==> src/sv/ngcr_pkg.sv <==
`timescale 1ns / 1ps

package ngcr_pkg;

	localparam int CURVE_ENTRIES = 1025;
	localparam int CURVE_AW      = 11;
	localparam int LEVEL_W       = 15;
	localparam int FRAC_W        = 5;
	localparam int NUM_CHAN      = 4;

	// input command codes, carried on tuser
	localparam logic CMD_LOAD  = 1'b0;
	localparam logic CMD_SHADE = 1'b1;

	// register indexes (paddr[3:2])
	localparam logic [1:0] REG_AMPLITUDE   = 2'd0;
	localparam logic [1:0] REG_SIGNED_MODE = 2'd1;
	localparam logic [1:0] REG_COLOR_START = 2'd2;
	localparam logic [1:0] REG_COLOR_END   = 2'd3;

	localparam logic signed [31:0] AMPLITUDE_RST   = 32'sd32768;
	localparam logic               SIGNED_MODE_RST = 1'b0;
	localparam logic [31:0]        COLOR_START_RST = 32'hff00_0000;
	localparam logic [31:0]        COLOR_END_RST   = 32'hffff_ffff;

	localparam logic signed [31:0] LEVEL_OFFSET = 32'sh0000_4000;
	localparam logic [LEVEL_W-1:0] LEVEL_MAX    = 15'h7fff;
	localparam logic [15:0]        WEIGHT_FULL  = 16'h8000;
	localparam logic [14:0]        WEIGHT_MAX   = 15'h7fff;

	typedef struct packed {
		logic signed [31:0] amplitude;
		logic               signed_mode;
		logic [31:0]        color_start;
		logic [31:0]        color_end;
	} cfg_t;

	typedef struct packed {
		logic                cmd;
		logic [CURVE_AW-1:0] idx;
		logic [15:0]         value;
		logic [LEVEL_W-1:0]  level;
	} scale_item_t;

	typedef struct packed {
		logic [14:0] wa;
		logic [14:0] wb;
	} weights_t;

	// channel byte of an ARGB word widened to 15 bits: (c * 257) >> 1
	function automatic logic [14:0] chan_expand(input logic [31:0] color, input int lane);
		logic [7:0] c;
		begin
			unique case (lane)
				0:       c = color[23:16];
				1:       c = color[15:8];
				2:       c = color[7:0];
				default: c = color[31:24];
			endcase
			chan_expand = {c, c[7:1]};
		end
	endfunction

endpackage

==> src/sv/ngcr_scale.sv <==
`timescale 1ns / 1ps

module ngcr_scale (
	input  logic                  clk,
	input  logic                  arst_n,
	input  ngcr_pkg::cfg_t        cfg,
	input  logic                  in_valid,
	output logic                  in_ready,
	input  logic                  in_cmd,
	input  logic [10:0]           in_idx,
	input  logic [15:0]           in_value,
	input  logic signed [31:0]    in_noise,
	output logic                  out_valid,
	input  logic                  out_ready,
	output ngcr_pkg::scale_item_t out_item
);
	import ngcr_pkg::*;

	logic                valid_s1, valid_s2;
	logic                ready_s1, ready_s2;
	logic                cmd_s1;
	logic [CURVE_AW-1:0] idx_s1;
	logic [15:0]         value_s1;
	logic signed [63:0]  prod_s1;
	logic signed [63:0]  prod_d;
	logic signed [31:0]  scaled;
	logic signed [31:0]  biased;
	logic [LEVEL_W-1:0]  level_d;
	scale_item_t         item_s2;

	assign ready_s2 = !valid_s2 || out_ready;
	assign ready_s1 = !valid_s1 || ready_s2;
	assign in_ready = ready_s1;

	assign prod_d = 64'(in_noise) * 64'(cfg.amplitude);

	// arithmetic shift by 16, wrapped to 32 bits
	assign scaled = $signed(prod_s1[47:16]);
	assign biased = cfg.signed_mode ? scaled : scaled + LEVEL_OFFSET;

	always_comb begin
		priority if (biased[31])
			level_d = '0;
		else if (biased > $signed({17'd0, LEVEL_MAX}))
			level_d = LEVEL_MAX;
		else
			level_d = biased[LEVEL_W-1:0];
	end

	always_ff @(posedge clk or negedge arst_n) begin
		if (!arst_n) begin
			valid_s1 <= 1'b0;
			valid_s2 <= 1'b0;
		end else begin
			if (ready_s1)
				valid_s1 <= in_valid;
			if (ready_s2)
				valid_s2 <= valid_s1;
		end
	end

	always_ff @(posedge clk) begin
		if (ready_s1 && in_valid) begin
			cmd_s1   <= in_cmd;
			idx_s1   <= in_idx;
			value_s1 <= in_value;
			prod_s1  <= prod_d;
		end
		if (ready_s2 && valid_s1) begin
			item_s2.cmd   <= cmd_s1;
			item_s2.idx   <= idx_s1;
			item_s2.value <= value_s1;
			item_s2.level <= level_d;
		end
	end

	assign out_valid = valid_s2;
	assign out_item  = item_s2;

endmodule

==> config.mk <==
export PLATFORM = sky130hd
export DESIGN_NAME = ngcr_scale
export DESIGN_NICKNAME = d
export VERILOG_FILES = /design/src/sv/ngcr_pkg.sv /design/src/sv/ngcr_scale.sv
export SDC_FILE = /design/constraint.sdc
export NUM_CORES = 2
export LEC_CHECK = 0
export ABC_AREA = 1
export BUFFER_PORTS_ARGS = -buffer_cell sky130_fd_sc_hd__clkbuf_2
export CAP_MARGIN = 40
export CORE_UTILIZATION = 70
export DETAILED_ROUTE_END_ITERATION = 6
export PLACE_DENSITY = 0.95
export REMOVE_ABC_BUFFERS = 1
export SYNTH_ARGS = -nofsm -noshare
export SYNTH_HDL_FRONTEND = slang
export SYNTH_SLANG_ARGS = --single-unit
==> constraint.sdc <==
create_clock -name clk -period 5.16 [get_ports clk]
set_input_delay 0.774 -clock clk [delete_from_list [all_inputs] [get_ports clk]]
set_output_delay 0.774 -clock clk [all_outputs]
set_load 0.005 [all_outputs]
==> reports/results.tsv, run 1 <==
metric	value	unit
H-tree depth	3	
Synth area leaders	fa_1, inv_1, nand2_1, edfxtp_1, ha_1	
Seq/Total Area, Yosys	9.19	%
TritonCTS Buffers	9	
pin count of the biggest net entering global routing	61	
Error	[ERROR GRT-0116] Global routing finished with congestion. Check the congestion regions in the DRC Viewer.	
Die H	223	um
port buffer count	141	
Avg Synthesized Cell Area	8.24	sq um
post-synthesis register bit count	105	
first-pass GRT wire length	335	mm
hpwl dp	98.2	mm
vias in the first global route	47928	
Starting Density	71.3	%
Exit stage	global routing (5_1_grt)	
Die X	223	um
gr usage total	92.3	%
Sink Count	105	
Rows	80	
status	stopped before the end	
Root Driver	clkbuf_16	
Netlist Area Pre-Place	34200	sq um
Placer Congestion	1.07	
clock tree buffer depth	2	
Cell variety after synth	49	
total gr overflow	1553	
placed cell areas	38400	sq um
post-synth top area share	49.0	%
largest area contributor in the netlist	fa_1	
IO Pins	206	
Mapped Cells	4150	
Ys Warns	0	
-- cells by family after synthesis --
family	share of synthesized area, %
adders and majority gates	55.0
xor gates and xnor gates	1.05
DFF	9.19
buffers and inverters	16.9
AOI/OAI and AO/OA	2.15
and+or+nand+nor	15.7
-- routing by layer --
| metal | track usage [%] | overflow |
|---|---|---|
| met4 | 96.8 | 426 |
| met1 | 87.9 | 85 |
| met3 | 83.0 | 64 |
| met2 | 105 | 966 |
| met5 | 62.6 | 12 |
-- what timing repair did --
action,4_1_cts
pin swaps,223
gates cloned,10
hold buffers,0
resized for setup,557
setup buffers,93
endpoints found under the setup margin,32
-- synthesized netlist by cell type (all sizes together) --
library cell and instances:
edfxtp 103, a221oi 1, nor3 11, xnor2 12
o21bai 7, a211oi 1, dfrtp 2, clkinv 3
o21a 7, or2 6, buf 26, nand4 8
a21o 5, nand3b 20, and3 3, or3 1
xor2 29, o21ai 32, o221ai 1, a21boi 1
ha 164, o31ai 1, nor4 5, nor2 96
nand2 1132, o211ai 5, a31oi 3, a22oi 1
clkbuf 156, fa 838, nand3 61, inv 1344
o22ai 1, a21oi 64
-- per-stage QoR --
stage / hold slack, ns / cells / worst slack [ns] / utilization [%]
floorplan: 0.400 / 3968 / -1.66 / -
global placement: 0.401 / 5094 / -2.25 / 80.0
detailed placement: 0.405 / 5095 / -2.52 / 80.0
CTS: 0.191 / 5210 / -1.83 / 87.4
==> inputs of run 2 (changes only) <==
--- a/config.mk
+++ b/config.mk
@@ -8,9 +8,9 @@
 export ABC_AREA = 1
 export BUFFER_PORTS_ARGS = -buffer_cell sky130_fd_sc_hd__clkbuf_2
 export CAP_MARGIN = 40
-export CORE_UTILIZATION = 70
+export CORE_UTILIZATION = 40
 export DETAILED_ROUTE_END_ITERATION = 6
-export PLACE_DENSITY = 0.95
+export PLACE_DENSITY_LB_ADDON = 0.15
 export REMOVE_ABC_BUFFERS = 1
 export SYNTH_ARGS = -nofsm -noshare
 export SYNTH_HDL_FRONTEND = slang
==> run 2 against run 1 <==
Net effect:
- synthesized area unchanged
- the flow now finishes, with violations (setup timing)
- synthesized cell count unchanged
==> reports/results.tsv, run 2 <==
metric	value	unit
status	finished with violations	
violations in the final reports	setup timing	
crit path max fanout	5	
Mapped Cells	4150	
H-tree depth	3	
Initial DRC Count	1618	
core area	84100	sq um
Rows	106	
worst relative slew slack	46.4	%
Die X	294	um
post-synthesis register bit count	105	
gr usage total	25.6	%
DP Worst Slack	-2.69	ns
final hold violations	0	
CP Launch Type	input port	
R2R setup slack	2.73	ns
mux share of post-synthesis cell area	0	%
Detailed Route WL	109	mm
Final Cycle Share	134	%
CP Capture Type	flip-flop	
Slew @ Worst Pin	0.804	ns
Die ar.	86700	sq um
Starting Density	40.7	%
minimum clock period	6.92	ns
Max Fclk	145	MHz
Worst Setup SP	in_noise[13]	
remaining antenna violation count	0	
initial antenna violation count	1	
P&R area growth vs syn	31.7	%
R2R Path End	out_item[13]$_SDFFCE_PN0P_	
Compound-Gate Fraction of Synth Area	2.15	%
Worst EP arrival	7.02	ns
largest family of logic cells by synthesized area	adder cells	
Synth Area in Simple Gates	15.7	%
nets	5863	
vias	27204	
clk_lat worst skew	0.34	ns
clock tree buffer depth	2	
ys async rst share	1.90	%
max reg flops	43	
commonest cells after routing, fill and taps aside	inv_1, nand2_1, fa_1	
leading cell type in the layout, fill and taps excluded	inv_1	
IO Pins	206	
TritonCTS Buffers	9	
Sink Count	105	
TritonRoute pass-1 iters	5	
count leader, synth	inv_1	
Hold Path Class	in2async	
MaxCap Viol Count	0	
adder-cell share of the synthesized area	55.0	%
final setup vio count	32	
Seq/Total Area, Yosys	9.19	%
CTS clk-pin slew, worst paths	0.08	ns
max-slew violations	0	
share of cells above drive strength 1	27.7	%
pin count of the biggest net entering global routing	61	
DRC	0	
unrepaired setup endpoints after global routing	yes	
Ys Warns	0	
PnR worst setup slack	-1.76	ns
CP Class	in2reg	
CTS tree	yes	
hold_ws	0.202	ns
critical path data required time	5.26	ns
utilization after layout	53.6	%
Netlist Area Pre-Place	34200	sq um
CTS hold repair buffers	0	
via/cell ratio	4.66	
Placer Congestion	0.913	
first-pass GRT wire length	168	mm
Avg Synthesized Cell Area	8.24	sq um
Synth Flop Type	edfxtp_1	
largest area contributor in the netlist	fa_1	
EDFF count, synth	103	
Clock Skew	0.0110	ns
Cell variety after synth	49	
post-route cell area	45000	sq um
hpwl dp	90.6	mm
Root Driver	clkbuf_16	
vias in the first global route	29334	
worst-case reg-to-reg path depth	12	
Commonest cells post-synth	inv_1, nand2_1, fa_1	
Synth area leaders	fa_1, inv_1, nand2_1, edfxtp_1, ha_1	
placed cell areas	39600	sq um
total gr overflow	0	
Post-Synth XOR/XNOR Area	1.05	%
post-synth top area share	49.0	%
Antenna Cells	0	
Die H	294	um
average wire per standard cell	18.7	um
Worst R2R Start	prod_s1[30]$_DFFE_PP_	
port buffer count	141	
## run 2: cell counts after synthesis
No cell type changed its count.
## run 2: worst max path at each step
stage	end	slack (ns)	depth (start not counted)
3_5_place_dp	prod_s1[31]$_DFFE_PP_	-2.69	25
4_1_cts	prod_s1[44]$_DFFE_PP_	-1.74	28
5_1_grt	prod_s1[44]$_DFFE_PP_	-1.94	30
6_report	prod_s1[47]$_DFFE_PP_	-1.76	26
3_3_place_gp	prod_s1[31]$_DFFE_PP_	-2.67	25
2_1_floorplan	prod_s1[41]$_DFFE_PP_	-1.66	24
## run 2: repair_timing
action                                  4_1_cts  5_1_grt
gates resized for setup                     651      370
endpoints found under the setup margin       32       32
cloned                                        4        5
pin swaps                                   286      269
buffers inserted                            104       55
## run 2: layer usage
layer  GRT usage (%)  up-vias  share of wire (%)
li1                -    12616                  -
met1            33.2    13823                 42
met4            5.87        0                3.1
met2            46.1      644                 50
met5               0        -                  0
met3            2.41      121                5.2
## run 2: cell type report
type,count,area [sq um]
Clock inverter,7,70.1
Multi-Input combinational cell,2516,27900
Inverter,1347,5070
Fill cell,7879,39100
Timing Repair Buffer,721,7200
Sequential cell,105,3140
Tap cell,1134,1420
Clock buffer,9,225
## run 2: metrics by stage
stage	TNS [ns]	std cells
2_1_floorplan	-38.68	3968
3_3_place_gp	-77.82	5682
3_5_place_dp	-77.89	5683
4_1_cts	-50.34	5798
5_1_grt	-55.71	5839
6_report	-50.70	5839
## run 2: logic make-up after synthesis
logic type      after synthesis
flops                       105
simple gates               1343
compound gates              130
xor+xnor                     41
buf+inv                    1529
fa+ha+maj                  1002
## run 2: worst max-delay path: stages
cell and delay, ns:
buf_6 0.10, buf_12 0.14, buf_6 0.13, buf_6 0.12, buf_6 0.12, or2_4 0.24
fa_1 0.46, fa_2 0.55, fa_1 0.46, fa_2 0.55, inv_2 0.04, fa_1 0.47
inv_1 0.05, fa_1 0.49, inv_2 0.04, fa_2 0.57, fa_2 0.52, ha_4 0.29
buf_4 0.15, a21oi_4 0.15, o211ai_1 0.15, a21oi_2 0.13, o21a_1 0.13, nand2_1 0.06
nand3_1 0.07, nand2_1 0.06
Power of run 2 is left out: the tool's default activity adds up to more than one toggle a clock period on the data nets, which glitch-free logic cannot reach.
