==> config.mk <==
export PLATFORM = sky130hd
export DESIGN_NAME = ngcr_blend
export DESIGN_NICKNAME = d
export VERILOG_FILES = /design/src/sv/ngcr_pkg.sv /design/src/sv/ngcr_blend.sv
export SDC_FILE = /design/constraint.sdc
export NUM_CORES = 2
export LEC_CHECK = 0
export ABC_AREA = 1
export ABC_CLOCK_PERIOD_IN_PS = 4500
export BUFFER_PORTS_ARGS = -buffer_cell sky130_fd_sc_hd__buf_4
export CAP_MARGIN = 25
export CORE_UTILIZATION = 36
export CTS_BUF_LIST = sky130_fd_sc_hd__clkbuf_16
export DETAILED_ROUTE_END_ITERATION = 10
export PLACE_DENSITY_LB_ADDON = 0.05
export SYNTH_ARGS = -nofsm -noshare
export SYNTH_HDL_FRONTEND = slang
export SYNTH_SLANG_ARGS = --single-unit
==> constraint.sdc <==
create_clock -name clk -period 4.5 [get_ports clk]
set_input_delay 0.9 -clock clk [delete_from_list [all_inputs] [get_ports clk]]
set_output_delay 0.9 -clock clk [all_outputs]
set_load 0.02 [all_outputs]
==> src/sv/ngcr_pkg.sv <==
`timescale 1ns / 1ps

package ngcr_pkg;

	localparam int CURVE_ENTRIES = 1025;
	localparam int CURVE_AW      = 11;
	localparam int LEVEL_W       = 15;
	localparam int FRAC_W        = 5;
	localparam int NUM_CHAN      = 4;

	// input command codes, carried on tuser
	localparam logic CMD_LOAD  = 1'b0;
	localparam logic CMD_SHADE = 1'b1;

	// register indexes (paddr[3:2])
	localparam logic [1:0] REG_AMPLITUDE   = 2'd0;
	localparam logic [1:0] REG_SIGNED_MODE = 2'd1;
	localparam logic [1:0] REG_COLOR_START = 2'd2;
	localparam logic [1:0] REG_COLOR_END   = 2'd3;

	localparam logic signed [31:0] AMPLITUDE_RST   = 32'sd32768;
	localparam logic               SIGNED_MODE_RST = 1'b0;
	localparam logic [31:0]        COLOR_START_RST = 32'hff00_0000;
	localparam logic [31:0]        COLOR_END_RST   = 32'hffff_ffff;

	localparam logic signed [31:0] LEVEL_OFFSET = 32'sh0000_4000;
	localparam logic [LEVEL_W-1:0] LEVEL_MAX    = 15'h7fff;
	localparam logic [15:0]        WEIGHT_FULL  = 16'h8000;
	localparam logic [14:0]        WEIGHT_MAX   = 15'h7fff;

	typedef struct packed {
		logic signed [31:0] amplitude;
		logic               signed_mode;
		logic [31:0]        color_start;
		logic [31:0]        color_end;
	} cfg_t;

	typedef struct packed {
		logic                cmd;
		logic [CURVE_AW-1:0] idx;
		logic [15:0]         value;
		logic [LEVEL_W-1:0]  level;
	} scale_item_t;

	typedef struct packed {
		logic [14:0] wa;
		logic [14:0] wb;
	} weights_t;

	// channel byte of an ARGB word widened to 15 bits: (c * 257) >> 1
	function automatic logic [14:0] chan_expand(input logic [31:0] color, input int lane);
		logic [7:0] c;
		begin
			unique case (lane)
				0:       c = color[23:16];
				1:       c = color[15:8];
				2:       c = color[7:0];
				default: c = color[31:24];
			endcase
			chan_expand = {c, c[7:1]};
		end
	endfunction

endpackage

==> src/sv/ngcr_blend.sv <==
`timescale 1ns / 1ps

module ngcr_blend (
	input  logic               clk,
	input  logic               arst_n,
	input  ngcr_pkg::cfg_t     cfg,
	input  logic               in_valid,
	output logic               in_ready,
	input  ngcr_pkg::weights_t in_weights,
	output logic               out_valid,
	input  logic               out_ready,
	output logic [15:0]        out_chan [4]
);
	import ngcr_pkg::*;

	logic        valid_s5, valid_s6;
	logic        ready_s5, ready_s6;
	logic [29:0] pa_s5 [NUM_CHAN];
	logic [29:0] pb_s5 [NUM_CHAN];
	logic [15:0] chan_s6 [NUM_CHAN];

	assign ready_s6 = !valid_s6 || out_ready;
	assign ready_s5 = !valid_s5 || ready_s6;
	assign in_ready = ready_s5;

	always_ff @(posedge clk or negedge arst_n) begin
		if (!arst_n) begin
			valid_s5 <= 1'b0;
			valid_s6 <= 1'b0;
		end else begin
			if (ready_s5)
				valid_s5 <= in_valid;
			if (ready_s6)
				valid_s6 <= valid_s5;
		end
	end

	for (genvar c = 0; c < NUM_CHAN; c++) begin : g_lane
		logic [14:0] ca, cb;
		logic [14:0] sum;

		assign ca  = chan_expand(cfg.color_start, c);
		assign cb  = chan_expand(cfg.color_end, c);
		assign sum = 15'(pa_s5[c][29:16]) + 15'(pb_s5[c][29:16]);

		always_ff @(posedge clk) begin
			if (ready_s5 && in_valid) begin
				pa_s5[c] <= ca * in_weights.wa;
				pb_s5[c] <= cb * in_weights.wb;
			end
			if (ready_s6 && valid_s5)
				chan_s6[c] <= {sum, 1'b0};
		end

		assign out_chan[c] = chan_s6[c];
	end

	assign out_valid = valid_s6;

endmodule

# Word-level counts from Yosys, hierarchy flattened
# Memory sizes are Yosys's and may differ from the RTL's.
# Cells that the tools add are included.
[word_totals]
ff_bits = 2
output_inout_bits = 66
ram_bits = 300
wordCells = 27
mem_count = 3
[op_classes]
mul = 8
n_reduce_logical = 6
addsub = 4
mux = 4
[memory_table]
columns = ["name", "words", "word_bits", "rd", "rd_clocked_by_memory_dff", "write_ports", "line_no", "rtl"]
rows = [
  ["pa_s5", 4, 30, 4, 0, 4, "ngcr_blend.sv:18", "logic [29:0] pa_s5 [NUM_CHAN];"],
  ["pb_s5", 4, 30, 4, 0, 4, "ngcr_blend.sv:19", "logic [29:0] pb_s5 [NUM_CHAN];"],
  ["chan_s6", 4, 15, 4, 0, 4, "ngcr_blend.sv:20", "logic [15:0] chan_s6 [NUM_CHAN];"],
]
[ops]
columns = ["cell", "count"]
rows = [
  ["15-bit by 15-bit multiplier with 30-bit output", 8],
  ["14-bit by 14-bit adder with 15-bit output", 4],
  ["1-bit 2-to-1 mux", 4],
  ["1-bit logical AND", 2],
  ["1-bit logical NOT", 2],
  ["1-bit logical OR", 2],
]

# Longest topological paths before layout
[depth]
depth_word = 6
ltp_mapped = 26
mapped_depth_nobuf = 25

# Least setup slack after synthesis
# Ideal clock, no wire load.
[synth_timing]
path_kind = "input-to-reg"
startpoint = "in in_weights[16] (netlist name)"
endpoint = "mem pa_s5[0][28], data pin"
setup_time_ns = 0.252
setup_slack_ns = -1.488
cell_stages = 24
t_arrival_ns = 5.735
cell_sequence = "clkbuf_1 -> clkbuf_1 -> nand2_1 -> inv_1 -> fa_1 -> fa_1 -> fa_1 -> inv_1 -> fa_1 -> inv_1 -> fa_1 -> inv_1 -> fa_1 -> inv_1 -> ha_1 -> nand2_1 -> nor2_1 -> inv_1 -> a21oi_1 -> nor2_1 -> nand2_1 -> nand2_1 -> nand3_1 -> nand2_1"
[synth_rtl]
columns = ["item", "line_no", "rtl"]
rows = [
  ["start: declaration", "ngcr_blend.sv:9", "input ngcr_pkg::weights_t in_weights,"],
  ["end: declaration", "ngcr_blend.sv:18", ""],
]

==> impl_metrics.csv <==
group,metric,value,unit
layout,fillers,16800,
yosys,synth_xor_area_share,1.418,%
worst_setup_path,cp_common_cell,"fa_1",
yosys,yosys_warnings,0,
worst_setup_path,startpoint_type,"input pin",
layout,diodes,0,
floorplan,die_y,412.0,um
worst_setup_path,cp_slowest_cell,"fa_1",
route,wl_per_cell,17.90,um
yosys,synth_seq_cells,174,
timing,fmax,0.1818,GHz
yosys,syn_area_per_cell,7.799,um2
global_route,grt_pass1_wl,312300,um
floorplan,std_cell_rows,150,
layout,area_growth,31.51,%
clock_network,clk_latency,0.50,ns
layout,seqCellArea,0.005215,mm2
worst_setup_path,end_kind,"flip-flop",
worst_setup_path,cp_top_family,"adder cells",
yosys,synth_top_family_by_area,"adder cells",
global_route,grt_max_degree,54,
yosys,ys_seq_area_share,8.616,%
placement,port_buffers,159,
global_route,first_global_vias,55280,
route,avgViaCountPerCell,4.607,
clock_network,clkSinkCount,174,
floorplan,ios,197,
timing,drv_slew,0,
worst_setup_path,path_max_fanout,7,
timing,worst_slack,-1.000,ns
route,vias,51850,
clock_network,cts-root-buf,"clkbuf_16",
outcome,violations,"setup timing",
floorplan,initial_core_util,36.24,%
worst_setup_path,criticalPathCategory,"in2reg",
flow_run,cap_viol_max_count,0,
timing,whs,0.1663,ns
yosys,synthAdderAreaFrac,52.68,%
clock_network,cts_buffers,17,
timing,hold_violations,0,
route,wl,201400,um
layout,final_nets,11060,
route,first_pass_iters,7,
route,ant_nets,0,
yosys,synth.area.mux_share,0,%
worst_setup_path,crit_chain,"buf_16, buf_12, nand2_4, inv_2, fa_1, fa_1, inv_1, fa_1, inv_2, fa_2, fa_1, inv_1, fa_1, inv_2, ha_4, nand2_2, o21ai_1, nand2_1, nand2_2, a21oi_1, buf_4, nand3_1, nand2_2",
yosys,synth-compound-area-share,4.823,%
placement,place.gp.congestion,0.8917,
worst_setup_path,cpPeakStageDelay,0.59,ns
timing,skew,0.02018,ns
global_route,antenna_found_initial,1,
outcome,status,"complete, but fails checks",
layout,multi_input_area,0.04995,mm2
floorplan,die_x,412.0,um
route,drt_iter0_markers,2114,
worst_setup_path,required,4.73,ns
timing,tightest_slew,0.7831,ns
placement,dp_hpwl,171400,um
floorplan,core_area,0.1670,mm2
route,drc,0,
layout,layout_common_cells,"inv_1, nand2_1, buf_4",
worst_hold_path,worstHoldPathType,"in2async",
clock_network,clk_pin_slew_worst_paths,0.08,ns
clock_network,h-tree-depth,4,
yosys,synth_area,0.06053,mm2
yosys,ys_types,39,
global_route,grtUsageTotal,23.98,%
clock_network,tritoncts,"yes",
floorplan,dieArea,0.1698,mm2
layout,final_common_cell,"inv_1",
timing,slew_headroom,47.67,%
timing,layout_min_cycle_time,5.500,ns
timing,min_period_over_period,122.2,%
clock_network,cts_buffer_depth,2,
timing,rsz0062_at_grt,"true",
global_route,gr-total-overflow,0,
layout,drive_gt1_share,25.64,%
yosys,synth_simple_gate_area_share,17.05,%
clock_network,hold_buffers,0,
worst_setup_path,arrival,5.73,ns
worst_setup_path,timing.critical_path.buf_inv,8,
yosys,synthCells,7761,
timing,setup_viol,112,
cell usage after synthesis (all sizes together):
master | n | area (um2)
inv | 2321 | 8712
nand2 | 1904 | 7149
fa | 1094 | 21900
ha | 798 | 9985
nor2 | 314 | 1186
a21oi | 281 | 1406
nand3 | 226 | 1131
edfxtp | 172 | 5165
clkbuf | 150 | 563.0
o21ai | 141 | 705.7
nor3 | 66 | 350.3
xor2 | 57 | 499.2
nand4 | 52 | 325.3
o21bai | 48 | 364.1
xnor2 | 41 | 359.1
a21o | 27 | 202.7
nor4 | 14 | 93.84
a21boi | 13 | 97.59
buf | 8 | 50.05
nand3b | 8 | 60.06
o21a | 7 | 52.55
a31oi | 4 | 25.02
o41ai | 4 | 35.03
o211ai | 3 | 22.52
and2 | 2 | 12.51
and3 | 2 | 12.51
dfrtp | 2 | 50.05
a211oi | 1 | 7.510
conb | 1 | 3.750
cell type report:
class	instances	share of cell area, %
tap	2204	3.464
sequential	174	6.552
multi-input combinational	5111	62.75
clock inverter	15	0.1698
timing repair buffer	1413	15.56
clock buffer	17	0.5344
inverter	2321	10.97
worst reg2reg max path: cells and delay by family, from the launching register on:
kind	cells	cell delay [ns]
compound gates	3	1.08
flops	1	0.42
fa+ha+maj	2	0.61
buf+inv	1	0.06
flip-flops by register name (all words and copies together), names as in the netlist:
register / cells
pb_s5: 56
out_valid: 1
chan_s6: 60
pa_s5: 56
valid_s5: 1
layer usage:
metal	global-route usage, %	vias up	share of wire (%)
met5	0	-	0
met4	3.742	0	1.5
met1	31.59	25430	45
met2	43.00	767	50
met3	2.292	151	3.5
li1	-	25500	-
final timing paths:
check / slack [ns] / cells after the start / endpoint / start
min in group clk: 0.53 / 2 / out_valid$_DFFE_PN0P_ / valid_s5$_DFFE_PN0N_
worst max register to register: 2.04 / 6 / chan_s6[2][14]$_DFFE_PP_ / pb_s5[2][16]$_DFFE_PP_
max in group asynchronous: 4.24 / 1 / out_valid$_DFFE_PN0P_ / arst_n
worst min register to register: 0.53 / 2 / out_valid$_DFFE_PN0P_ / valid_s5$_DFFE_PN0N_
worst min-delay path: 0.17 / 1 / valid_s5$_DFFE_PN0N_ / arst_n
worst max-delay path: -1.00 / 23 / pa_s5[0][27]$_DFFE_PP_ / in_weights[19]
cell families after synthesis:
| logic type | Yosys count |
|---|---|
| AND/OR/NAND/NOR | 2588 |
| buffers and inverters | 2479 |
| adder cells (fa/ha/maj) | 1892 |
| AO/OA/AOI/OAI | 529 |
| flip-flops | 174 |
| XOR/XNOR | 98 |
| other | 1 |
timing repair:
item	in CTS	in global routing
gates cloned	14	6
setup endpoints to repair	112	112
gates resized for setup	495	433
pin swaps	169	241
setup buffers	25	48
per-stage QoR:
| step | cell area, um2 | utilization [%] | setup slack [ns] | instances | TNS [ns] |
|---|---|---|---|---|---|
| 3_5_place_dp | 74630 | 44.68 | -1.747 | 11130 | -176.59 |
| 2_1_floorplan | 62570 | - | -1.070 | 7764 | -108.18 |
| 3_3_place_gp | 74630 | 44.68 | -1.754 | 11130 | -175.24 |
| 6_report | 79600 | 47.65 | -1.000 | 11260 | -98.41 |
| 5_1_grt | 79600 | 47.65 | -1.118 | 11260 | -114.89 |
| 4_1_cts | 77650 | 46.49 | -0.9501 | 11200 | -93.34 |
Power is left out: the tool's default activity adds up to more than one toggle a clock period on the data nets, which glitch-free logic cannot reach.
