==> src/sv/ngcr_pkg.sv <==
`timescale 1ns / 1ps

package ngcr_pkg;

	localparam int CURVE_ENTRIES = 1025;
	localparam int CURVE_AW      = 11;
	localparam int LEVEL_W       = 15;
	localparam int FRAC_W        = 5;
	localparam int NUM_CHAN      = 4;

	// input command codes, carried on tuser
	localparam logic CMD_LOAD  = 1'b0;
	localparam logic CMD_SHADE = 1'b1;

	// register indexes (paddr[3:2])
	localparam logic [1:0] REG_AMPLITUDE   = 2'd0;
	localparam logic [1:0] REG_SIGNED_MODE = 2'd1;
	localparam logic [1:0] REG_COLOR_START = 2'd2;
	localparam logic [1:0] REG_COLOR_END   = 2'd3;

	localparam logic signed [31:0] AMPLITUDE_RST   = 32'sd32768;
	localparam logic               SIGNED_MODE_RST = 1'b0;
	localparam logic [31:0]        COLOR_START_RST = 32'hff00_0000;
	localparam logic [31:0]        COLOR_END_RST   = 32'hffff_ffff;

	localparam logic signed [31:0] LEVEL_OFFSET = 32'sh0000_4000;
	localparam logic [LEVEL_W-1:0] LEVEL_MAX    = 15'h7fff;
	localparam logic [15:0]        WEIGHT_FULL  = 16'h8000;
	localparam logic [14:0]        WEIGHT_MAX   = 15'h7fff;

	typedef struct packed {
		logic signed [31:0] amplitude;
		logic               signed_mode;
		logic [31:0]        color_start;
		logic [31:0]        color_end;
	} cfg_t;

	typedef struct packed {
		logic                cmd;
		logic [CURVE_AW-1:0] idx;
		logic [15:0]         value;
		logic [LEVEL_W-1:0]  level;
	} scale_item_t;

	typedef struct packed {
		logic [14:0] wa;
		logic [14:0] wb;
	} weights_t;

	// channel byte of an ARGB word widened to 15 bits: (c * 257) >> 1
	function automatic logic [14:0] chan_expand(input logic [31:0] color, input int lane);
		logic [7:0] c;
		begin
			unique case (lane)
				0:       c = color[23:16];
				1:       c = color[15:8];
				2:       c = color[7:0];
				default: c = color[31:24];
			endcase
			chan_expand = {c, c[7:1]};
		end
	endfunction

endpackage

==> src/sv/ngcr_regs.sv <==
`timescale 1ns / 1ps

module ngcr_regs (
	input  logic              clk,
	input  logic              arst_n,
	input  logic              psel,
	input  logic              penable,
	input  logic              pwrite,
	input  logic [3:0]        paddr,
	input  logic [31:0]       pwdata,
	output logic [31:0]       prdata,
	output logic              pready,
	output ngcr_pkg::cfg_t    cfg
);
	import ngcr_pkg::*;

	cfg_t cfg_q;
	logic wr_en;

	assign pready = 1'b1;
	assign wr_en  = psel & penable & pwrite;
	assign cfg    = cfg_q;

	always_ff @(posedge clk or negedge arst_n) begin
		if (!arst_n) begin
			cfg_q.amplitude   <= AMPLITUDE_RST;
			cfg_q.signed_mode <= SIGNED_MODE_RST;
			cfg_q.color_start <= COLOR_START_RST;
			cfg_q.color_end   <= COLOR_END_RST;
		end else if (wr_en) begin
			unique case (paddr[3:2])
				REG_AMPLITUDE:   cfg_q.amplitude   <= $signed(pwdata);
				REG_SIGNED_MODE: cfg_q.signed_mode <= pwdata[0];
				REG_COLOR_START: cfg_q.color_start <= pwdata;
				REG_COLOR_END:   cfg_q.color_end   <= pwdata;
				default:         cfg_q.color_end   <= cfg_q.color_end;
			endcase
		end
	end

	always_comb begin
		unique case (paddr[3:2])
			REG_AMPLITUDE:   prdata = cfg_q.amplitude;
			REG_SIGNED_MODE: prdata = {31'd0, cfg_q.signed_mode};
			REG_COLOR_START: prdata = cfg_q.color_start;
			REG_COLOR_END:   prdata = cfg_q.color_end;
			default:         prdata = 32'd0;
		endcase
	end

endmodule

==> config.mk <==
export PLATFORM = sky130hd
export DESIGN_NAME = ngcr_regs
export DESIGN_NICKNAME = d
export VERILOG_FILES = /design/src/sv/ngcr_pkg.sv /design/src/sv/ngcr_regs.sv
export SDC_FILE = /design/constraint.sdc
export NUM_CORES = 1
export LEC_CHECK = 0
export ABC_AREA = 0
export BUFFER_PORTS_ARGS = -buffer_cell sky130_fd_sc_hd__buf_2
export CAP_MARGIN = 20
export CORE_ASPECT_RATIO = 0.5
export CORE_MARGIN = 5
export CORE_UTILIZATION = 35
export DETAILED_ROUTE_END_ITERATION = 8
export PLACE_DENSITY = 0.6
export SYNTH_ARGS = -nofsm -noshare
export SYNTH_HDL_FRONTEND = slang
export SYNTH_SLANG_ARGS = --single-unit
export TNS_END_PERCENT = 30
==> constraint.sdc <==
create_clock -name clk -period 1.56 [get_ports clk]
set_input_delay 0.312 -clock clk [delete_from_list [all_inputs] [get_ports clk]]
set_output_delay 0.312 -clock clk [all_outputs]
set_load 0.01 [all_outputs]
# == After elaboration in Yosys (flattened, before gate mapping) ==
# Index checks and enable logic that the tools add are counted.
# W data, S select, Z words.
# classes
addsub,0
mul,0
div_mod_pow,0
magnitude_cmp,0
n_eq_ne,3
shift,0
n_mux,1
bitwise_logic,2
reduce_logical,5
# ops
cell,count
$pmux W32 S4,1
$reduce_and A2 Y1,4
$eq A2 B2 Y1 const B,2
$and A1 B1 Y1,2
$eq A2 B1 Y1 const B,1
$logic_not A2 Y1,1
# word_totals
reg_bits,97
latchBits,0
mem_bits_rw,0
romBits,0
inputBits,41
n_memories,0

# == Logic depth before layout (Yosys ltp) ==
# Gate-level depths: netlist of run 1.
# logic_depth
word_depth,3
ltp_mapped,6
ltp_nobuf,3

# == Worst setup path before layout of run 1 ==
# Ideal clock, no wire load.
# synth_path
path_kind,in2out
start,input port paddr[2]
end,output port prdata[10]
arrival_ns,1.266
setup_slack_ns,-0.018
path_stages,4
path_buffers,2
path_cell_list,buf_2 buf_2 mux2_2 a22o_1
# synth_via
elab_chain_len,2
word_cells_on_any_way,5
classes_between,eq/ne: 3; mux: 1; reduce/logical: 1
# synth_lines
element,line,text
from (decl),ngcr_regs.sv:9,"input logic [3:0] paddr,"
"$eq A2 B2 Y1, or another cell as far along",ngcr_regs.sv:42,unique case (paddr[3:2])
$pmux W32 S4 *,ngcr_regs.sv:42,
to (decl),ngcr_regs.sv:11,"output logic [31:0] prdata,"
# Mark *: on every way between the ends. The rest lies on a longest branch, timed or not.

# == Final worst setup path of run 1 ==
# layout_path
start,register cfg_q (netlist bit cfg[65])
end,output port prdata[0]
# layout_via
elab_chain_len,1
# layout_lines
element,line,text
from (decl),ngcr_regs.sv:17,cfg_t cfg_q;
$pmux W32 S4,ngcr_regs.sv:42,
# Every way passes these cells.

==> summary by stage, run 1 <==
Status
The flow ran to the end, but the final reports show violations. The checks that failed: setup timing.

Floorplan
Pin placement for this block handled 171 I/O pins. The width of the chip is 171 um. The placeable core area is 0.0127 mm2.

The die covers 0.0155 mm2. From bottom edge to top edge, the die measures 90.4 um. The floorplan has 29 rows.

For this configuration, the core starts out at a cell density of a little over a third.

Final layout
Fill cells in the final layout number roughly 1200. In the final layout, the multi-input gates occupy 0.00193 mm2. The number of antenna repair diodes is 0. The register with the most flip-flops in the layout has slightly below 100 of them.

The ratio of cells with drive above 1 in the final layout is ~81%. The final standard cell utilization of the core is between 40% and 50%. The final-stage net count is 521. The sequential cells in the finished layout cover a total of 0.00248 mm2. Relative to the synthesized area, the layout overhead comes to 36.7%.

Routing
The first routing iteration left 110 violations. The routed via count divided by cell count is 4.77. The detailed-route DRC error count is 0.

The number of routed nets with antenna violations is 0. For this block, the routed nets add up to 11.7 mm of wire. The first detailed-routing pass took 4 iterations.

The detailed router placed 3126 vias in this run. Dividing the detail-routed wire length by the instance count gives about 18 um.

Placed design
The routability-driven placement congestion ratio is 0.714. The HPWL reported at the end of detailed placement is 8.15 mm. Port buffering added 167 buffers.

Timing
The number of endpoints with negative hold slack in the final report is 0. Setup repair after global routing could not meet its margin everywhere. Derived from the worst setup path, the maximum achievable clock frequency is 0.612 GHz. The number of pins exceeding their max-slew limit in the final report is 0. Setup violations remaining at the end of the flow were counted as 32. The post-route clock period utilization is 105%. The final critical path time including I/O delays and setup is 1.63 ns. In the post-route analysis, the smallest setup slack over all paths is -0.0731 ns. On the final layout, the worst clock skew is 0 ns. Final hold analysis gives a worst-case slack of 0.230 ns.

Power and ir drop
Summed over all cells, the static leakage comes to 0.00307 uW. The peak supply drop is 0.617 mV. Dividing total power by cell area gives a power density of 1370 mW/mm2.

Min path
The classification of the worst-slack hold path is input port to flip-flop. The worst hold path cell count is 2.

Synth
Synthesis instantiated 19 different standard cells from the library. Summing every instance area after synthesis gives ~0.0045 mm2. The gate count of the mapped netlist is 288. The total number of yosys warnings is 0. The post-synthesis register bit count is 97.

The number of nets in the synthesized netlist is 329. The proportion of synthesized chip area in sequential cells is approximately 55%. A synthesized cell averages 15.7 um2.

Clocking
The root buffer cell is sky130_fd_sc_hd__clkbuf_16. The count of clock tree sinks is 97. Clock latency on the worst-skew pair, taken at its later pin, is 0.33 ns. The post-CTS clock slew at the launch and capture registers of the worst setup and hold paths is ~0.070 ns.

The number of buffers between clock root and the deepest sink is 2. The CTS tree is done. The CTS H-tree depth is 3.

Clock tree synthesis inserted a total of 9 buffers.

Setup path
The number of cells on the worst reg-to-reg path is 3. The highest net fanout along the worst path is 2. The category of the most critical setup path is flip-flop to output port. The category of the worst setup path launch point is a flip-flop. The data arrival at the endpoint of the critical path is roughly 1.3 ns. The worst path required time is 1.25 ns.

The type of element capturing the critical path is an output port.

Global routing
The initial antenna violation count is 0. The number of global-route vias before repair is 3303. The total global routing track utilization is 14.9%. Summed over all layers, the global routing overflow is 0. The first global-routing pass estimated 18.5 mm of wire. Entering global routing, the biggest net connects 41 pins.

Flow run
The max-cap check violation count is 0.
cell families (layout without fill, tap and decap cells):
| logic type | after synthesis | count (layout) | share of synthesized area (%) |
|---|---|---|---|
| flops | 97 | 97 | 54.7 |
| mux | 129 | 129 | 34.8 |
| simple gates | 7 | 7 | 1.02 |
| other cells | 1 | 1 | 0.0828 |
| buf+inv | 23 | 220 | 3.34 |
| compound gates | 31 | 31 | 6.00 |
synth_stat cells:
library cell	n	area share, %
sky130_fd_sc_hd__a22o_1	31	6.0
sky130_fd_sc_hd__conb_1	1	0.083
sky130_fd_sc_hd__dfstp_2	41	24
sky130_fd_sc_hd__or2_1	1	0.14
sky130_fd_sc_hd__dfrtp_1	56	31
sky130_fd_sc_hd__buf_6	4	0.99
sky130_fd_sc_hd__mux2_1	2	0.50
sky130_fd_sc_hd__nand3_1	1	0.11
sky130_fd_sc_hd__nand4_2	1	0.28
sky130_fd_sc_hd__mux2_2	96	24
sky130_fd_sc_hd__clkbuf_1	6	0.50
sky130_fd_sc_hd__nor2_1	2	0.17
sky130_fd_sc_hd__nor3_1	1	0.11
sky130_fd_sc_hd__mux2_4	30	9.9
sky130_fd_sc_hd__buf_4	8	1.3
sky130_fd_sc_hd__inv_2	1	0.083
sky130_fd_sc_hd__buf_2	4	0.44
sky130_fd_sc_hd__mux4_2	1	0.50
sky130_fd_sc_hd__nor3_2	1	0.22
layout by cell type, fill, tap and decap left out, types with 2 or more instances in the layout:
cell	count
sky130_fd_sc_hd__clkinvlp_4	3
sky130_fd_sc_hd__buf_2	164
sky130_fd_sc_hd__clkbuf_16	9
sky130_fd_sc_hd__inv_6	2
sky130_fd_sc_hd__buf_4	25
sky130_fd_sc_hd__mux2_4	34
sky130_fd_sc_hd__buf_16	2
sky130_fd_sc_hd__buf_12	9
sky130_fd_sc_hd__mux2_1	2
sky130_fd_sc_hd__dfstp_2	41
sky130_fd_sc_hd__a22o_1	31
sky130_fd_sc_hd__nor2_4	2
sky130_fd_sc_hd__dfrtp_1	56
sky130_fd_sc_hd__mux2_2	92
report_power, final:
group          leakage, uW  internal [uW]  total, uW  switching, uW
sequential         0.00112           3290       3740            446
combinational      0.00183           1530       2660           1130
clock             0.000128           1090       2060            969
total              0.00307           5920       8460           2540
per-stage QoR:
stage | total power, uW | area, um2 | TNS (ns) | setup slack [ns] | instances
floorplan | 5140 | 4530 | -0.534 | -0.0178 | 288
global placement | 6250 | 5700 | -7.41 | -0.106 | 621
detailed placement | 6290 | 5700 | -7.57 | -0.123 | 621
CTS | 8560 | 6150 | -1.85 | -0.0957 | 652
global route | 8960 | 6190 | -3.00 | -0.133 | 655
finish | 8460 | 6190 | -1.27 | -0.0731 | 655
worst max-delay path, cell delays in order, from the launching register on:
cell	delay, ns
sky130_fd_sc_hd__dfrtp_1	0.38
sky130_fd_sc_hd__mux4_2	0.47
sky130_fd_sc_hd__buf_6	0.14
per-layer routing:
metal  vias to the layer above  GRT usage, %  share of wire [%]
met1                      1615          18.9                 44
met4                         0          2.57               0.65
met5                         -             0                  0
met3                         8          3.45                4.1
li1                       1441             -                  -
met2                        62          26.4                 52
repair_timing:
action                     in CTS  in global routing
buffers inserted               12                  3
hold buffers                    1                  0
pin swaps                       1                  0
hold endpoints to repair        6                  0
resized for setup               7                  4
cloned                          2                  0
setup endpoints to repair      32                 32
path summary, 6_finish.rpt:
check / start / end / slack, ns
setup / recovery: cfg[65] / prdata[0] / -0.07
hold / removal: pwdata[19] / cfg[84] / 0.23
setup reg to reg: cfg[52] / cfg[52] / 0.58
hold reg to reg: cfg[44] / cfg[44] / 0.53
max in group asynchronous: arst_n / cfg[8] / 0.63
min in group asynchronous: arst_n / cfg[65] / 0.37
cell type report:
class                      instances  share of cell area (%)
sequential                        97                    40.1
multi-input combinational        168                    31.3
timing repair buffer             203                    20.7
clock buffer                       9                    3.64
tap                              170                    3.44
clock inverter                     7                   0.869
inverter                           1                  0.0607
(Power assumes the default switching activity.)
==> run 2: changes to the inputs <==
--- a/config.mk
+++ b/config.mk
@@ -6,13 +6,14 @@
 export NUM_CORES = 1
 export LEC_CHECK = 0
 export ABC_AREA = 0
-export BUFFER_PORTS_ARGS = -buffer_cell sky130_fd_sc_hd__buf_2
 export CAP_MARGIN = 20
 export CORE_ASPECT_RATIO = 0.5
 export CORE_MARGIN = 5
 export CORE_UTILIZATION = 35
+export CTS_BUF_LIST = sky130_fd_sc_hd__clkbuf_4
 export DETAILED_ROUTE_END_ITERATION = 8
-export PLACE_DENSITY = 0.6
+export DONT_BUFFER_PORTS = 1
+export PLACE_DENSITY = 0.48
 export SYNTH_ARGS = -nofsm -noshare
 export SYNTH_HDL_FRONTEND = slang
 export SYNTH_SLANG_ARGS = --single-unit
==> run 2 against run 1 <==
  * The run ends with hold timing, setup timing left
  * Die area unchanged
  * Critical path depth unchanged
  * Fmax decreased by 6.3%
  * Clock skew unchanged
  * Non-clock buffer count decreased by 164
  * Combinational power decreased by 49%
  * Final cell count decreased by 25%
  * Via count decreased by 17%
  * Largest power group unchanged
==> summary by stage, run 2 (synthesis gave the netlist of run 1 again) <==
Floorplan
After floorplanning, the core was divided into 29 placement rows. The floorplan step set the die width to around 170 um. The number of placed I/O pins is 171. The height of the die is 90.4 um. The floorplan step defined a die boundary enclosing 0.0155 mm2.

In this run the standard cell core region covers about 0.013 mm2. The initial cell density of the core is a little over a third.

Clocking
Clock-pin slew was measured on the worst setup and hold paths at 0.15 ns. Clock latency on the worst-skew pair, taken at its later pin, is 0.42 ns. In this run, CTS created clock tree buffers numbering 9. Hold repair after CTS inserted 32 buffers. The count of clock tree sinks is 97. The clock passes through at most 2 buffers. The CTS tree is done. The cell sitting at the root of the clock tree is a sky130_fd_sc_hd__clkbuf_4.

The clock tree synthesis step divided the H-tree into 3 levels.

Timing
On the final layout, the worst clock skew is 0 ns. The final worst slack is -0.183 ns. The final critical path time including I/O delays and setup is 1.74 ns. The number of endpoints with negative hold slack in the final report is 97. The number of pins exceeding their max-slew limit in the final report is 0. The worst hold slack after final layout is -0.455 ns. Setup repair after global routing could not meet its margin everywhere. The total setup violations reported at the end of the flow is 32. Based on the critical path, the design can be clocked at up to 0.574 GHz.

The post-route clock period utilization is 112%. The sum of negative setup slack is -4.30 ns.

Final layout
The post-synthesis to final-layout area growth is 14.5%. After filler insertion, the fill cell instance count of the layout stands at ~1200. Registers take 0.00248 mm2. The multi-input gate area in the final layout is 0.00195 mm2. The design area is 0.00519 mm2. The final layout contains 357 nets. The number of antenna repair diodes is 0. In the layout the commonest cells are sky130_fd_sc_hd__mux2_2, sky130_fd_sc_hd__dfrtp_1, sky130_fd_sc_hd__dfstp_2. The register with the most flip-flops in the layout has slightly below 100 of them. The library cell used most frequently in the layout, excluding fill and tap cells, is sky130_fd_sc_hd__mux2_2. The ratio of cells with drive above 1 in the final layout is 62.9%.

Placed design
The HPWL reported at the end of detailed placement is 7.18 mm. Timing analysis after detailed placement gives a worst setup slack of 0.129 ns. The congestion estimate from routability-driven global placement came to 0.693.

In this run the tool buffered the top-level ports with 0 buffer cells. Summing all placed instances gives a cell area of roughly 0.0047 mm2.

Setup path
The signal on the critical path passes through mux2_2, a22o_4. The highest cell delay on the worst timing path is about 0.48 ns. The type of element capturing the critical path is an output port.

The number of buffers and inverters on the critical path is 0. The worst setup path is launched from a flip-flop. On the critical path the largest part of the delay comes from flip-flops.

For the worst setup path, the data arrival time is between 1 and 1.5 ns. The critical path is of the flip-flop to output port type. The worst path required time is roughly 1.3 ns. Along the worst path, the maximum fanout reaches 3.

The cell with the largest stage delay on the worst path is sky130_fd_sc_hd__dfrtp_2.

Routing
The via total after detailed routing is 2587. The total routed wirelength is 11.1 mm. The per-cell routed wire length is 22.5 um. Dividing the detail-routed via count by the number of cells gives 5.27.

In the routed design, unresolved DRC markers number 0. The first TritonRoute pass finished after 4 iterations. After the first detailed-routing iteration, the DRC count stood at 39. Once detail routing completed, the nets flagged for antenna violations numbered 0.

Power and ir drop
The worst-case IR drop observed on VDD is between 0.5 and 0.6 mV. The power per standard cell area is 1290 mW/mm2. The logic gate share of total power is 20.1%.

Of the total power, the clock network draws between 15 and 20%. The static leakage power is 0.00223 uW. In this run switching power makes up 32.2% of total power. The portion of total power attributed to sequential cells is between 60 and 70%. Cell internal power was estimated by the tool at ~4500 uW. The analysis attributes to net switching a power of between 2000 and 2500 uW.

Global routing
Entering global routing, the biggest net connects between 90 and 100 pins. The first-pass GRT wire length is 17.3 mm. The remaining global-route overflow is 0. The number of global-route vias before repair is 3012. The initial antenna violation count is 0. For this run, the total global-route usage over all layers was measured as 14.3%.

Status
The final reports fail on hold timing, setup timing. The flow ran to the end, but the final reports show violations.

Flow run
The max-cap check violation count is 0.

Min path
The worst hold path belongs to the class input port to async pin.
run 2: area by class of cell:
cell class,count,share of cell area [%]
Sequential cell,97,47.9
Clock buffer,9,1.30
Tap cell,170,4.10
Clock inverter,7,0.893
Inverter,1,0.0724
Multi-Input combinational cell,168,37.6
Timing Repair Buffer,39,8.15
run 2: worst paths after layout:
check / slack [ns] / depth (start not counted) / to / start
worst max-delay path: -0.18 / 2 / prdata[20] / cfg[52]
worst min-delay path: -0.45 / 0 / cfg[38] / arst_n
worst max register to register: 0.70 / 1 / cfg[74] / cfg[74]
worst min register to register: 0.61 / 1 / cfg[64] / cfg[64]
max in group asynchronous: 1.77 / 0 / cfg[56] / arst_n
min in group clk: 0.17 / 2 / cfg[64] / paddr[3]
run 2: power groups by stage:
stage	clock (uW)	sequential (uW)	combinational, uW
6_report	1160	4170	1350
5_1_grt	1340	4270	1450
4_1_cts	1250	4190	1340
3_5_place_dp	0	4230	1240
3_3_place_gp	0	4210	1200
2_1_floorplan	0	4000	1150
run 2: through the flow:
| step | total power [uW] | instances | util (%) |
|---|---|---|---|
| final | 6680 | 491 | 41.0 |
| after global routing | 7070 | 491 | 41.0 |
| after CTS | 6770 | 491 | 40.7 |
| after detailed placement | 5480 | 443 | 37.2 |
| after global placement | 5410 | 443 | 37.2 |
| after floorplan | 5140 | 288 | - |
run 2: metal layers:
layer	vias to the layer above	share of wire (%)	track usage, %
met3	13	7.6	4.68
met4	0	1.1	3.56
met2	93	50	24.5
met5	-	0	0
li1	1112	-	-
met1	1369	41	17.4
run 2: repair_timing:
action                                 in CTS  in global routing
pin swaps                                   1                  0
endpoints found under the hold margin     194                 97
gates resized for setup                     3                  7
setup buffers                               0                  0
setup endpoints to repair                  32                 32
